`src/design/uwrap_pkg.sv`:
```
// Shared constants, types and controller/datapath signal groups for the word wrap core.
`timescale 1ns / 1ps
`default_nettype none

package uwrap_pkg;

   localparam int MAX_COLUMNS = 60;
   localparam int COL_W       = 6;
   localparam int BUF_DEPTH   = MAX_COLUMNS;
   localparam int BUF_AW      = 6;
   localparam int CHAR_W      = 32;
   localparam int LEN_W       = 3;
   localparam int SLOT_W      = CHAR_W + LEN_W;
   localparam int ADDR_W      = 3;

   localparam logic [7:0]       CHAR_NL   = 8'h0A;
   localparam logic [7:0]       CHAR_SP   = 8'h20;
   localparam logic [7:0]       CONT_MASK = 8'hC0;
   localparam logic [7:0]       CONT_TAG  = 8'h80;
   localparam logic [LEN_W-1:0] MAX_LEN   = 3'd4;

   localparam logic ADDR_COLUMNS = 1'b0;

   typedef enum logic [2:0] {
      EMIT_NONE,
      EMIT_NL,
      EMIT_SEP,
      EMIT_SLOT,
      EMIT_TERM
   } emit_type;

   typedef enum logic [3:0] {
      ST_IDLE,
      ST_DECODE,
      ST_NL_BRK,
      ST_BRK,
      ST_BRK_OUT,
      ST_APPEND,
      ST_EOT,
      ST_CLOSE,
      ST_SEP,
      ST_RD,
      ST_OUT,
      ST_CLOSE_END,
      ST_TERM
   } state_type;

   typedef struct packed {
      logic     ready;
      logic     word_begin;
      logic     tail_append;
      logic     append;
      logic     idx_clear;
      logic     idx_inc;
      logic     slot_read;
      logic     brk_done;
      logic     close_clear;
      emit_type emit;
   } cmd_type;

   typedef struct packed {
      logic req_valid;
      logic is_space;
      logic is_cont;
      logic in_word;
      logic long_mode;
      logic wc_ge_width;
      logic lc_nonzero;
      logic lc_ge_width;
      logic idx_last;
      logic out_free;
      logic eot;
   } status_type;

endpackage

`default_nettype wire

```
`src/design/uwrap_if.sv`:
```
// Valid/ready channel interfaces for text bytes in and wrapped characters out.
`timescale 1ns / 1ps
`default_nettype none

interface uwrap_req_if;
   logic       valid;
   logic       ready;
   logic [7:0] text_byte;
   logic       end_of_text;

   modport source (output valid, output text_byte, output end_of_text, input ready);
   modport sink   (input valid, input text_byte, input end_of_text, output ready);
endinterface

interface uwrap_rsp_if;
   logic       valid;
   logic       ready;
   logic [7:0] char_byte0;
   logic [7:0] char_byte1;
   logic [7:0] char_byte2;
   logic [7:0] char_byte3;
   logic [2:0] char_len;
   logic       end_marker;

   modport source (output valid, output char_byte0, output char_byte1, output char_byte2,
                   output char_byte3, output char_len, output end_marker, input ready);
   modport sink   (input valid, input char_byte0, input char_byte1, input char_byte2,
                   input char_byte3, input char_len, input end_marker, output ready);
endinterface

`default_nettype wire

```
`src/design/uwrap_ram.sv`:
```
// Generic single-write, single-read RAM with registered read data.
`timescale 1ns / 1ps
`default_nettype none

module uwrap_ram #(
   parameter int WIDTH = 8,
   parameter int DEPTH = 16
) (
   input  wire logic                     clock,
   input  wire logic                     wr_en,
   input  wire logic [$clog2(DEPTH)-1:0] wr_addr,
   input  wire logic [WIDTH-1:0]         wr_data,
   input  wire logic                     rd_en,
   input  wire logic [$clog2(DEPTH)-1:0] rd_addr,
   output logic      [WIDTH-1:0]         rd_data
);

   logic [WIDTH-1:0] mem_ff [DEPTH];

   always_ff @(posedge clock) begin
      if (wr_en) begin
         mem_ff[wr_addr] <= wr_data;
      end
      if (rd_en) begin
         rd_data <= mem_ff[rd_addr];
      end
   end

endmodule

`default_nettype wire

```
`src/design/uwrap_ctrl.sv`:
```
// Controller state machine sequencing decode, word close, line breaks and emission.
`timescale 1ns / 1ps
`default_nettype none

module uwrap_ctrl import uwrap_pkg::*; (
   input  wire logic       clock,
   input  wire logic       reset,
   input  wire status_type st,
   output cmd_type         cmd,
   output state_type       state
);

   state_type state_ff, state_in;
   logic      brk_close_ff, brk_close_in;
   logic      eot_phase_ff, eot_phase_in;

   assign state = state_ff;

   always_ff @(posedge clock) begin
      if (reset) begin
         state_ff     <= ST_IDLE;
         brk_close_ff <= 1'b0;
         eot_phase_ff <= 1'b0;
      end else begin
         state_ff     <= state_in;
         brk_close_ff <= brk_close_in;
         eot_phase_ff <= eot_phase_in;
      end
   end

   always_comb begin
      state_in     = state_ff;
      brk_close_in = brk_close_ff;
      eot_phase_in = eot_phase_ff;
      cmd          = '0;
      cmd.emit     = EMIT_NONE;
      unique case (state_ff)
         ST_IDLE: begin
            cmd.ready = 1'b1;
            if (st.req_valid) begin
               state_in = ST_DECODE;
            end
         end
         ST_DECODE: begin
            if (st.is_space) begin
               state_in = ST_CLOSE;
            end else if (st.is_cont) begin
               cmd.tail_append = 1'b1;
               state_in        = ST_EOT;
            end else if (!st.in_word) begin
               cmd.word_begin = 1'b1;
               state_in       = ST_APPEND;
            end else if (st.long_mode) begin
               cmd.idx_clear = 1'b1;
               brk_close_in  = 1'b0;
               state_in      = ST_BRK;
            end else if (st.wc_ge_width) begin
               cmd.idx_clear = 1'b1;
               brk_close_in  = 1'b0;
               state_in      = st.lc_nonzero ? ST_NL_BRK : ST_BRK;
            end else begin
               state_in = ST_APPEND;
            end
         end
         ST_NL_BRK: begin
            if (st.out_free) begin
               cmd.emit = EMIT_NL;
               state_in = ST_BRK;
            end
         end
         ST_BRK: begin
            if (st.lc_ge_width) begin
               if (st.out_free) begin
                  cmd.emit = EMIT_NL;
               end
            end else begin
               cmd.slot_read = 1'b1;
               state_in      = ST_BRK_OUT;
            end
         end
         ST_BRK_OUT: begin
            if (st.out_free) begin
               cmd.emit = EMIT_SLOT;
               if (st.idx_last) begin
                  if (brk_close_ff) begin
                     state_in = ST_CLOSE_END;
                  end else begin
                     cmd.brk_done = 1'b1;
                     state_in     = ST_APPEND;
                  end
               end else begin
                  cmd.idx_inc = 1'b1;
                  state_in    = ST_BRK;
               end
            end
         end
         ST_APPEND: begin
            cmd.append = 1'b1;
            state_in   = ST_EOT;
         end
         ST_EOT: begin
            if (st.eot) begin
               eot_phase_in = 1'b1;
               state_in     = ST_CLOSE;
            end else begin
               state_in = ST_IDLE;
            end
         end
         ST_CLOSE: begin
            cmd.idx_clear = 1'b1;
            if (!st.in_word) begin
               state_in = ST_CLOSE_END;
            end else if (st.long_mode) begin
               brk_close_in = 1'b1;
               state_in     = ST_BRK;
            end else if (st.lc_nonzero) begin
               state_in = ST_SEP;
            end else begin
               state_in = ST_RD;
            end
         end
         ST_SEP: begin
            if (st.out_free) begin
               cmd.emit = EMIT_SEP;
               state_in = ST_RD;
            end
         end
         ST_RD: begin
            cmd.slot_read = 1'b1;
            state_in      = ST_OUT;
         end
         ST_OUT: begin
            if (st.out_free) begin
               cmd.emit = EMIT_SLOT;
               if (st.idx_last) begin
                  state_in = ST_CLOSE_END;
               end else begin
                  cmd.idx_inc = 1'b1;
                  state_in    = ST_RD;
               end
            end
         end
         ST_CLOSE_END: begin
            cmd.close_clear = 1'b1;
            state_in        = eot_phase_ff ? ST_TERM : ST_EOT;
         end
         ST_TERM: begin
            if (st.out_free) begin
               cmd.emit     = EMIT_TERM;
               eot_phase_in = 1'b0;
               state_in     = ST_IDLE;
            end
         end
         default: begin
            state_in = ST_IDLE;
         end
      endcase
   end

endmodule

`default_nettype wire

```
`src/design/uwrap_dp.sv`:
```
// Datapath: input capture, word buffer, tail character, counters and output register.
`timescale 1ns / 1ps
`default_nettype none

module uwrap_dp import uwrap_pkg::*; (
   input  wire logic             clock,
   input  wire logic             reset,
   input  wire logic [COL_W-1:0] columns,
   input  wire cmd_type          cmd,
   output status_type            st,
   uwrap_req_if.sink             req,
   uwrap_rsp_if.source           rsp
);

   logic [7:0]        byte_ff;
   logic              eot_ff;
   logic [CHAR_W-1:0] tail_char_ff;
   logic [LEN_W-1:0]  tail_len_ff;
   logic [COL_W-1:0]  wc_ff, wc_in;
   logic [COL_W-1:0]  lc_ff, lc_in;
   logic [COL_W-1:0]  width_ff, width_in;
   logic [BUF_AW-1:0] idx_ff, idx_in;
   logic              long_ff, long_in;
   logic              inside_ff, inside_in;

   logic              rsp_valid_ff, rsp_valid_in;
   logic [CHAR_W-1:0] rsp_char_ff, rsp_char_in;
   logic [LEN_W-1:0]  rsp_len_ff, rsp_len_in;
   logic              rsp_end_ff, rsp_end_in;

   logic [SLOT_W-1:0] ram_rd;
   logic [SLOT_W-1:0] slot;
   logic              idx_last;
   logic              sep_fits;
   logic              accept;

   assign accept   = cmd.ready & req.valid;
   assign req.ready = cmd.ready;
   assign idx_last = ({1'b0, idx_ff} + 7'd1) == {1'b0, wc_ff};
   assign sep_fits = ({1'b0, lc_ff} + 7'd1 + {1'b0, wc_ff}) <= {1'b0, width_ff};
   assign slot     = idx_last ? {tail_len_ff, tail_char_ff} : ram_rd;

   uwrap_ram #(
      .WIDTH (SLOT_W),
      .DEPTH (BUF_DEPTH)
   ) u_buf (
      .clock   (clock),
      .wr_en   (cmd.append && (wc_ff != '0)),
      .wr_addr (wc_ff - 6'd1),
      .wr_data ({tail_len_ff, tail_char_ff}),
      .rd_en   (cmd.slot_read),
      .rd_addr (idx_ff),
      .rd_data (ram_rd)
   );

   always_comb begin
      st.req_valid   = req.valid;
      st.is_space    = byte_ff == CHAR_SP;
      st.is_cont     = inside_ff && (wc_ff != '0) && ((byte_ff & CONT_MASK) == CONT_TAG);
      st.in_word     = inside_ff;
      st.long_mode   = long_ff;
      st.wc_ge_width = wc_ff >= width_ff;
      st.lc_nonzero  = lc_ff != '0;
      st.lc_ge_width = lc_ff >= width_ff;
      st.idx_last    = idx_last;
      st.out_free    = !rsp_valid_ff || rsp.ready;
      st.eot         = eot_ff;
   end

   // word state
   always_comb begin
      wc_in     = wc_ff;
      width_in  = width_ff;
      long_in   = long_ff;
      inside_in = inside_ff;
      idx_in    = idx_ff;
      if (cmd.word_begin) begin
         inside_in = 1'b1;
         long_in   = 1'b0;
         wc_in     = '0;
         width_in  = columns;
      end
      if (cmd.append) begin
         wc_in = wc_ff + 6'd1;
      end
      if (cmd.brk_done) begin
         long_in = 1'b1;
         wc_in   = '0;
      end
      if (cmd.close_clear) begin
         inside_in = 1'b0;
         long_in   = 1'b0;
         wc_in     = '0;
      end
      if (cmd.idx_clear) begin
         idx_in = '0;
      end else if (cmd.idx_inc) begin
         idx_in = idx_ff + 6'd1;
      end
   end

   // output beat and line column
   always_comb begin
      lc_in        = lc_ff;
      rsp_valid_in = rsp_valid_ff && !rsp.ready;
      rsp_char_in  = rsp_char_ff;
      rsp_len_in   = rsp_len_ff;
      rsp_end_in   = rsp_end_ff;
      case (cmd.emit)
         EMIT_NL: begin
            rsp_char_in = {24'b0, CHAR_NL};
            rsp_len_in  = 3'd1;
            rsp_end_in  = 1'b0;
            lc_in       = '0;
         end
         EMIT_SEP: begin
            rsp_char_in = {24'b0, (sep_fits ? CHAR_SP : CHAR_NL)};
            rsp_len_in  = 3'd1;
            rsp_end_in  = 1'b0;
            lc_in       = sep_fits ? lc_ff + 6'd1 : '0;
         end
         EMIT_SLOT: begin
            rsp_char_in = slot[CHAR_W-1:0];
            rsp_len_in  = slot[SLOT_W-1:CHAR_W];
            rsp_end_in  = 1'b0;
            lc_in       = (lc_ff < COL_W'(MAX_COLUMNS)) ? lc_ff + 6'd1 : lc_ff;
         end
         EMIT_TERM: begin
            rsp_char_in = '0;
            rsp_len_in  = '0;
            rsp_end_in  = 1'b1;
            lc_in       = '0;
         end
         default: begin
            lc_in = lc_ff;
         end
      endcase
      if (cmd.emit != EMIT_NONE) begin
         rsp_valid_in = 1'b1;
      end
   end

   always_ff @(posedge clock) begin
      if (reset) begin
         wc_ff        <= '0;
         lc_ff        <= '0;
         width_ff     <= '0;
         idx_ff       <= '0;
         long_ff      <= 1'b0;
         inside_ff    <= 1'b0;
         rsp_valid_ff <= 1'b0;
      end else begin
         wc_ff        <= wc_in;
         lc_ff        <= lc_in;
         width_ff     <= width_in;
         idx_ff       <= idx_in;
         long_ff      <= long_in;
         inside_ff    <= inside_in;
         rsp_valid_ff <= rsp_valid_in;
      end
   end

   always_ff @(posedge clock) begin
      if (accept) begin
         byte_ff <= req.text_byte;
         eot_ff  <= req.end_of_text;
      end
      if (cmd.append) begin
         tail_char_ff <= {24'b0, byte_ff};
         tail_len_ff  <= 3'd1;
      end else if (cmd.tail_append && (tail_len_ff < MAX_LEN)) begin
         tail_char_ff[8*tail_len_ff[1:0] +: 8] <= byte_ff;
         tail_len_ff                          <= tail_len_ff + 3'd1;
      end
      rsp_char_ff <= rsp_char_in;
      rsp_len_ff  <= rsp_len_in;
      rsp_end_ff  <= rsp_end_in;
   end

   assign rsp.valid      = rsp_valid_ff;
   assign rsp.char_byte0 = rsp_char_ff[7:0];
   assign rsp.char_byte1 = rsp_char_ff[15:8];
   assign rsp.char_byte2 = rsp_char_ff[23:16];
   assign rsp.char_byte3 = rsp_char_ff[31:24];
   assign rsp.char_len   = rsp_len_ff;
   assign rsp.end_marker = rsp_end_ff;

endmodule

`default_nettype wire

```
`src/design/utf8_greedy_word_wrap_core.sv`:
```
// Top level: UTF-8 greedy word wrap core with column register and controller/datapath.
// Ready drops when a byte is accepted and returns once that byte is handled, after any separator,
// newline or characters that it causes to be emitted. End of text adds its word close and the
// terminator, and an output stall holds ready low.
// Throughput: one byte in flight at a time. Synchronous active-high reset clears control
// state and sets columns to 60; the word buffer is not cleared.
`timescale 1ns / 1ps
`default_nettype none

module utf8_greedy_word_wrap_core import uwrap_pkg::*; (
   input  wire logic              clock,
   input  wire logic              reset,
   uwrap_req_if.sink              req_chan,
   uwrap_rsp_if.source            rsp_chan,
   input  wire logic              psel,
   input  wire logic              penable,
   input  wire logic              pwrite,
   input  wire logic [ADDR_W-1:0] paddr,
   input  wire logic [31:0]       pwdata,
   output logic      [31:0]       prdata,
   output logic                   pready
);

   logic [COL_W-1:0] columns_ff, columns_in;
   logic [COL_W-1:0] wr_val;
   logic             csr_wr;
   cmd_type          cmd;
   status_type       st;
   state_type        state;

   assign pready = 1'b1;
   assign csr_wr = psel && penable && pwrite && (paddr[2] == ADDR_COLUMNS);
   assign wr_val = pwdata[COL_W-1:0];

   always_comb begin
      columns_in = columns_ff;
      if (csr_wr) begin
         if (wr_val == '0) begin
            columns_in = 6'd1;
         end else if (wr_val > COL_W'(MAX_COLUMNS)) begin
            columns_in = COL_W'(MAX_COLUMNS);
         end else begin
            columns_in = wr_val;
         end
      end
   end

   always_ff @(posedge clock) begin
      if (reset) begin
         columns_ff <= COL_W'(MAX_COLUMNS);
      end else begin
         columns_ff <= columns_in;
      end
   end

   assign prdata = (paddr[2] == ADDR_COLUMNS) ? {26'b0, columns_ff} : 32'b0;

   uwrap_ctrl u_ctrl (
      .clock (clock),
      .reset (reset),
      .st    (st),
      .cmd   (cmd),
      .state (state)
   );

   uwrap_dp u_dp (
      .clock   (clock),
      .reset   (reset),
      .columns (columns_ff),
      .cmd     (cmd),
      .st      (st),
      .req     (req_chan),
      .rsp     (rsp_chan)
   );

   a_term_empty: assert property (@(posedge clock) disable iff (reset)
      rsp_chan.valid && rsp_chan.end_marker |-> rsp_chan.char_len == 3'd0)
      else $error("terminator beat carries character bytes");

   a_char_len: assert property (@(posedge clock) disable iff (reset)
      rsp_chan.valid && !rsp_chan.end_marker |->
         rsp_chan.char_len != 3'd0 && rsp_chan.char_len <= MAX_LEN)
      else $error("character beat with bad length");

   a_columns_range: assert property (@(posedge clock) disable iff (reset)
      columns_ff != '0 && columns_ff <= COL_W'(MAX_COLUMNS))
      else $error("column width out of range");

   a_one_in_flight: assert property (@(posedge clock) disable iff (reset)
      req_chan.valid && req_chan.ready |=> !req_chan.ready && state == ST_DECODE)
      else $error("second byte accepted before decode");

endmodule

`default_nettype wire

```
`src/flat_wrapper.sv`:
```
// flat-port wrapper written by rule: the top's interface ports become plain ports
module utf8_greedy_word_wrap_core_flat import uwrap_pkg::*;
  (clock, reset, psel, penable, pwrite, paddr, pwdata, prdata, pready, req_chan_valid, req_chan_text_byte, req_chan_end_of_text, req_chan_ready, rsp_chan_valid, rsp_chan_char_byte0, rsp_chan_char_byte1, rsp_chan_char_byte2, rsp_chan_char_byte3, rsp_chan_char_len, rsp_chan_end_marker, rsp_chan_ready);
  uwrap_req_if req_chan_i ();
  uwrap_rsp_if rsp_chan_i ();
  input  wire logic clock;
  input  wire logic reset;
  input  wire logic psel;
  input  wire logic penable;
  input  wire logic pwrite;
  input  wire logic [ADDR_W-1:0] paddr;
  input  wire logic [31:0] pwdata;
  output logic      [31:0] prdata;
  output logic pready;
  input wire logic [$bits(req_chan_i.valid)-1:0] req_chan_valid;
  input wire logic [$bits(req_chan_i.text_byte)-1:0] req_chan_text_byte;
  input wire logic [$bits(req_chan_i.end_of_text)-1:0] req_chan_end_of_text;
  output wire logic [$bits(req_chan_i.ready)-1:0] req_chan_ready;
  output wire logic [$bits(rsp_chan_i.valid)-1:0] rsp_chan_valid;
  output wire logic [$bits(rsp_chan_i.char_byte0)-1:0] rsp_chan_char_byte0;
  output wire logic [$bits(rsp_chan_i.char_byte1)-1:0] rsp_chan_char_byte1;
  output wire logic [$bits(rsp_chan_i.char_byte2)-1:0] rsp_chan_char_byte2;
  output wire logic [$bits(rsp_chan_i.char_byte3)-1:0] rsp_chan_char_byte3;
  output wire logic [$bits(rsp_chan_i.char_len)-1:0] rsp_chan_char_len;
  output wire logic [$bits(rsp_chan_i.end_marker)-1:0] rsp_chan_end_marker;
  input wire logic [$bits(rsp_chan_i.ready)-1:0] rsp_chan_ready;
  assign req_chan_i.valid = req_chan_valid;
  assign req_chan_i.text_byte = req_chan_text_byte;
  assign req_chan_i.end_of_text = req_chan_end_of_text;
  assign req_chan_ready = req_chan_i.ready;
  assign rsp_chan_valid = rsp_chan_i.valid;
  assign rsp_chan_char_byte0 = rsp_chan_i.char_byte0;
  assign rsp_chan_char_byte1 = rsp_chan_i.char_byte1;
  assign rsp_chan_char_byte2 = rsp_chan_i.char_byte2;
  assign rsp_chan_char_byte3 = rsp_chan_i.char_byte3;
  assign rsp_chan_char_len = rsp_chan_i.char_len;
  assign rsp_chan_end_marker = rsp_chan_i.end_marker;
  assign rsp_chan_i.ready = rsp_chan_ready;
  utf8_greedy_word_wrap_core u_core (.clock(clock), .reset(reset), .req_chan(req_chan_i), .rsp_chan(rsp_chan_i), .psel(psel), .penable(penable), .pwrite(pwrite), .paddr(paddr), .pwdata(pwdata), .prdata(prdata), .pready(pready));
endmodule
```
`config.mk`:
```
export PLATFORM = sky130hd
export DESIGN_NAME = utf8_greedy_word_wrap_core_flat
export DESIGN_NICKNAME = d
export VERILOG_FILES = /design/src/design/uwrap_pkg.sv /design/src/design/uwrap_if.sv /design/src/design/uwrap_ram.sv /design/src/design/uwrap_ctrl.sv /design/src/design/uwrap_dp.sv /design/src/design/utf8_greedy_word_wrap_core.sv /design/src/flat_wrapper.sv
export SDC_FILE = /design/constraint.sdc
export NUM_CORES = 2
export LEC_CHECK = 0
export ABC_CLOCK_PERIOD_IN_PS = 9800
export BUFFER_PORTS_ARGS = -buffer_cell sky130_fd_sc_hd__buf_2
export CAP_MARGIN = 20
export CORE_ASPECT_RATIO = 2
export CORE_MARGIN = 5
export CORE_UTILIZATION = 36
export CTS_CLUSTER_SIZE = 40
export DETAILED_ROUTE_END_ITERATION = 7
export PLACE_DENSITY = 0.48
export SLEW_MARGIN = 40
export SYNTH_ARGS = -nofsm -noshare
export SYNTH_HDL_FRONTEND = slang
export SYNTH_SLANG_ARGS = --single-unit
```
`constraint.sdc`:
```
create_clock -name clock -period 9.8 [get_ports clock]
set_input_delay 0.49 -clock clock [delete_from_list [all_inputs] [get_ports clock]]
set_output_delay 0.49 -clock clock [all_outputs]
set_load 0.005 [all_outputs]
```
==> reports/metrics.yaml <==
yosys:
  yosysTopAreaCell: "edfxtp_1"
  ys_warn_count: 0
  synth-xor-area-share_pct: 0.219
  yosys-mux-area-fraction_pct: 15.9
  yosys-top-cells-area: "edfxtp_1 75%, mux4_2 14%, dfxtp_1 1.5%"
  synth_top_family_by_area: "multiplexers"
  syn-cell-area_mm2: 0.0879
  yosys.area_share.simple_pct: 3.02
  synth_cells: 4184
  synth.yosys.seq_area_share_pct: 76.3
  synth_flop_cell: "edfxtp_1"
  synth_seq_cells: 2254
  syn_avg_cell_area_um2: 21.0
  postSynth.asyncResetShare_pct: 0
  synth_top_area_share_pct: 74.8
  yosys.area_share.adder_pct: 0.521
  synth_compound_area_share_pct: 2.46
  synth-edff-count: 2188
  synth_cell_type_count: 68
grt:
  grt_pass1_vias: 45097
  grt_max_degree: 94
  antenna_found_initial: 8
  grt_pass1_wl_um: 355000
  grt.overflow.total: 0
  grt_util_all_layers_pct: 19.7
final_layout:
  fin_util_pct: 41.0
  nFillCells: 21291
  ff_latch_area_mm2: 0.0671
  layout-area-overhead-vs-synth_pct: 13.5
  nets: 4476
  layout_common_cells: "2,188 x edfxtp_1, 563 x mux4_2, 201 x clkbuf_16, 174 x nand2_1, 118 x mux2i_1"
  drive_gt1_share_pct: 26.5
  multiInputGateArea_mm2: 0.0201
  final_common_cell: "edfxtp_1"
worst_setup_path:
  slowest_stage: "dfxtp_4"
  r2r_start: "u_core.u_dp.idx_ff[1]$_SDFFE_PP0P_"
  cp_max_fo: 47
  critPathArrivalTime_ns: 4.97
  endpoint_kind: "register"
  regToRegSetupSlack_ns: 5.38
  critical_path_class: "register to register"
  ff2ff_path_depth: 7
  cp-start-kind: "register"
  crit_chain: "buf_4 > buf_4 > mux4_2 > mux4_2 > and2_1 > a211oi_1 > a21oi_1"
  max_stage_delay_ns: 0.89
  critPathRequiredTime_ns: 10.35
  cp_num_buf_inv: 2
  crit_family: "buffers and inverters"
  r2r_end: "u_core.u_dp.u_buf.rd_data[14]$_DFFE_PP_"
die:
  dieHeight_um: 709
  coreArea_mm2: 0.243
  die-area_mm2: 0.255
  ios: 122
  initial_core_util_pct: 36.1
  num_rows: 256
  die_x_um: 359
routing:
  drt_first_iter_violations: 3789
  wl_per_cell_um: 32.7
  viasPerCell: 5.48
  wl_um: 254000
  drc: 0
  via_count: 42583
  drt_pass1_iterations: 8
  ant_nets: 0
timing:
  rsz0062_at_grt: "false"
  hold_viol_final: 0
  finalSetupTns_ns: 0
  worst_pin_slew_ns: 0.950
  fmax_mhz: 226
  period_share_pct: 45.1
  relSlewSlack_pct: 36.2
  slew_viol_final: 0
  setup_viol: 0
  finalCriticalPeriod_ns: 4.42
  skew_ns: 0.0327
clock_tree:
  cts.sinks: 2254
  cts-root-buf: "clkbuf_16"
  clkLatencyLatePin_ns: 0.85
  cts_buffers: 199
  htreeDepth: 4
  cts_tree: "done"
  clockBufferDepth: 4
  postCtsSetupBuffers: 0
  clk_pin_slew_ns: 0.07
hold_path:
  min_path_type: "primary input to register"
  holdPathEnd: "u_core.columns_ff[0]$_SDFFE_PP0P_"
  hold_start: "pwdata[0]"
  whs_path_depth: 5
power_and_ir_drop:
  power_mw: 20.8
  peakVddDrop_mv: 0.183
  power_density_mw_per_mm2: 208
  total_leakage_power_nw: 29.4
placed_design:
  gp_congestion: 0.773
  post-dp-hpwl_um: 139000
  port-buffer-count: 66
job:
  maxCapViolations: 0
status:
  status: "completed"
## cells in the mapped netlist, types with 4 or more instances
cell type	instances
a2111oi_0	4
a221oi_1	9
nor3b_1	4
a21oi_1	99
and2_0	4
edfxtp_1	2188
or3_1	6
clkbuf_1	79
nor2_1	180
ha_1	35
xnor2_1	17
mux2_2	7
o211ai_1	18
nand4_1	8
buf_2	72
o21ai_0	40
o21bai_1	4
mux2i_1	118
nand3_1	53
and3_1	10
a211o_1	5
a221o_1	5
a32oi_1	6
a22oi_1	21
o22ai_1	17
mux4_2	563
a31oi_1	24
o221ai_1	12
buf_1	29
xor2_1	5
nand2b_1	14
a211oi_1	36
nor3_1	20
and2_1	10
nand2_1	175
buf_4	63
a21o_1	6
o21a_1	10
buf_6	6
inv_1	27
dfxtp_1	66
nor4_1	22
nor2b_1	53
## logic make-up (layout without fill, tap and decap cells)
family,count (synthesis),in the layout
AO/OA/AOI/OAI,328,328
XOR/XNOR,22,22
adder cells (fa/ha/maj),36,36
buffers and inverters,279,614
flip-flops,2254,2254
multiplexers,688,688
other,2,29
AND/OR/NAND/NOR,575,575
## metrics by stage
stage | instance area [um2] | cells | worst slack, ns | hold WS, ns
floorplan | 88000 | 4209 | 5.33 | 0.436
global placement | 92600 | 7385 | 5.11 | 0.447
detailed placement | 93100 | 7398 | 5.35 | 0.451
CTS | 99600 | 7768 | 5.32 | 0.00974
global route | 99700 | 7770 | 5.20 | 0.0663
finish | 99700 | 7771 | 5.38 | 0.0699
## worst reg2reg max path, cell delays in order (launching register included)
cell	delay, ns
dfxtp_4	0.89
buf_4	0.67
buf_4	0.75
mux4_2	0.46
mux4_2	0.46
and2_1	0.17
a211oi_1	0.64
a21oi_1	0.09
## state kept, by name, indices dropped and copies added (netlist names)
signal                      count
u_core.u_dp.width_ff            6
u_core.u_dp.wc_ff               6
u_core.u_dp.byte_ff             8
u_core.u_dp.inside_ff           1
u_core.u_dp.rsp.end_marker      1
u_core.u_dp.eot_ff              1
u_core.u_ctrl.eot_phase_ff      1
u_core.u_dp.long_ff             1
u_core.u_dp.lc_ff               6
u_core.u_dp.rsp.valid           1
u_core.u_dp.tail_len_ff         3
u_core.u_ctrl.brk_close_ff      1
u_core.u_dp.idx_ff              6
u_core.u_dp.rsp_char_ff        32
u_core.u_dp.rsp.char_len        3
u_core.u_dp.u_buf.mem_ff     2100
u_core.u_ctrl.state             4
u_core.u_dp.tail_char_ff       32
u_core.u_dp.u_buf.rd_data      35
u_core.columns_ff               6
## worst max-delay path by stage
stage,from,endpoint,slack [ns],cells past startpoint
finish,u_core.u_dp.idx_ff[1]$_SDFFE_PP0P_,u_core.u_dp.u_buf.rd_data[14]$_DFFE_PP_,5.38,7
global route,u_core.u_dp.idx_ff[0]$_SDFFE_PP0P_,u_core.u_dp.u_buf.rd_data[25]$_DFFE_PP_,5.20,8
CTS,u_core.u_ctrl.state[2]$_SDFFE_PP0P_,u_core.u_dp.u_buf.mem_ff[37][19]$_DFFE_PP_,5.32,7
detailed placement,u_core.u_ctrl.state[2]$_SDFFE_PP0P_,u_core.u_dp.u_buf.mem_ff[37][25]$_DFFE_PP_,5.35,7
global placement,u_core.u_dp.idx_ff[0]$_SDFFE_PP0P_,u_core.u_dp.u_buf.rd_data[17]$_DFFE_PP_,5.11,6
floorplan,u_core.u_dp.lc_ff[0]$_SDFFE_PP0P_,u_core.u_dp.u_buf.rd_data[0]$_DFFE_PP_,5.33,8
## area by class of cell
cell class,count,share of cell area (%)
multi-input cells,1676,20.1
clock inverters,117,1.21
flip-flops and latches,2254,67.3
repair buffers,229,1.96
diodes,2,0.00502
well taps,3225,4.05
clock buffers,239,5.22
inverters,29,0.119
## power by group
part           switching (mW)  internal (mW)  total [mW]  leakage (nW)
combinational            1.21          0.833        2.04          6.51
sequential              0.109           10.7        10.8          19.7
clock                    3.55           4.42        7.97          3.15
## layer usage
metal	up-vias	global-route usage (%)	wire, um
li1	17682	-	-
met1	23434	22.6	93900
met2	1136	38.3	143000
met3	331	1.95	9160
met4	0	5.91	7860
met5	-	0	0
## timing repair
action                    CTS  global route
hold buffers               14             0
resized for setup           0             0
hold endpoints to repair   15             0
Note: power is estimated with default switching activity, not from simulation.
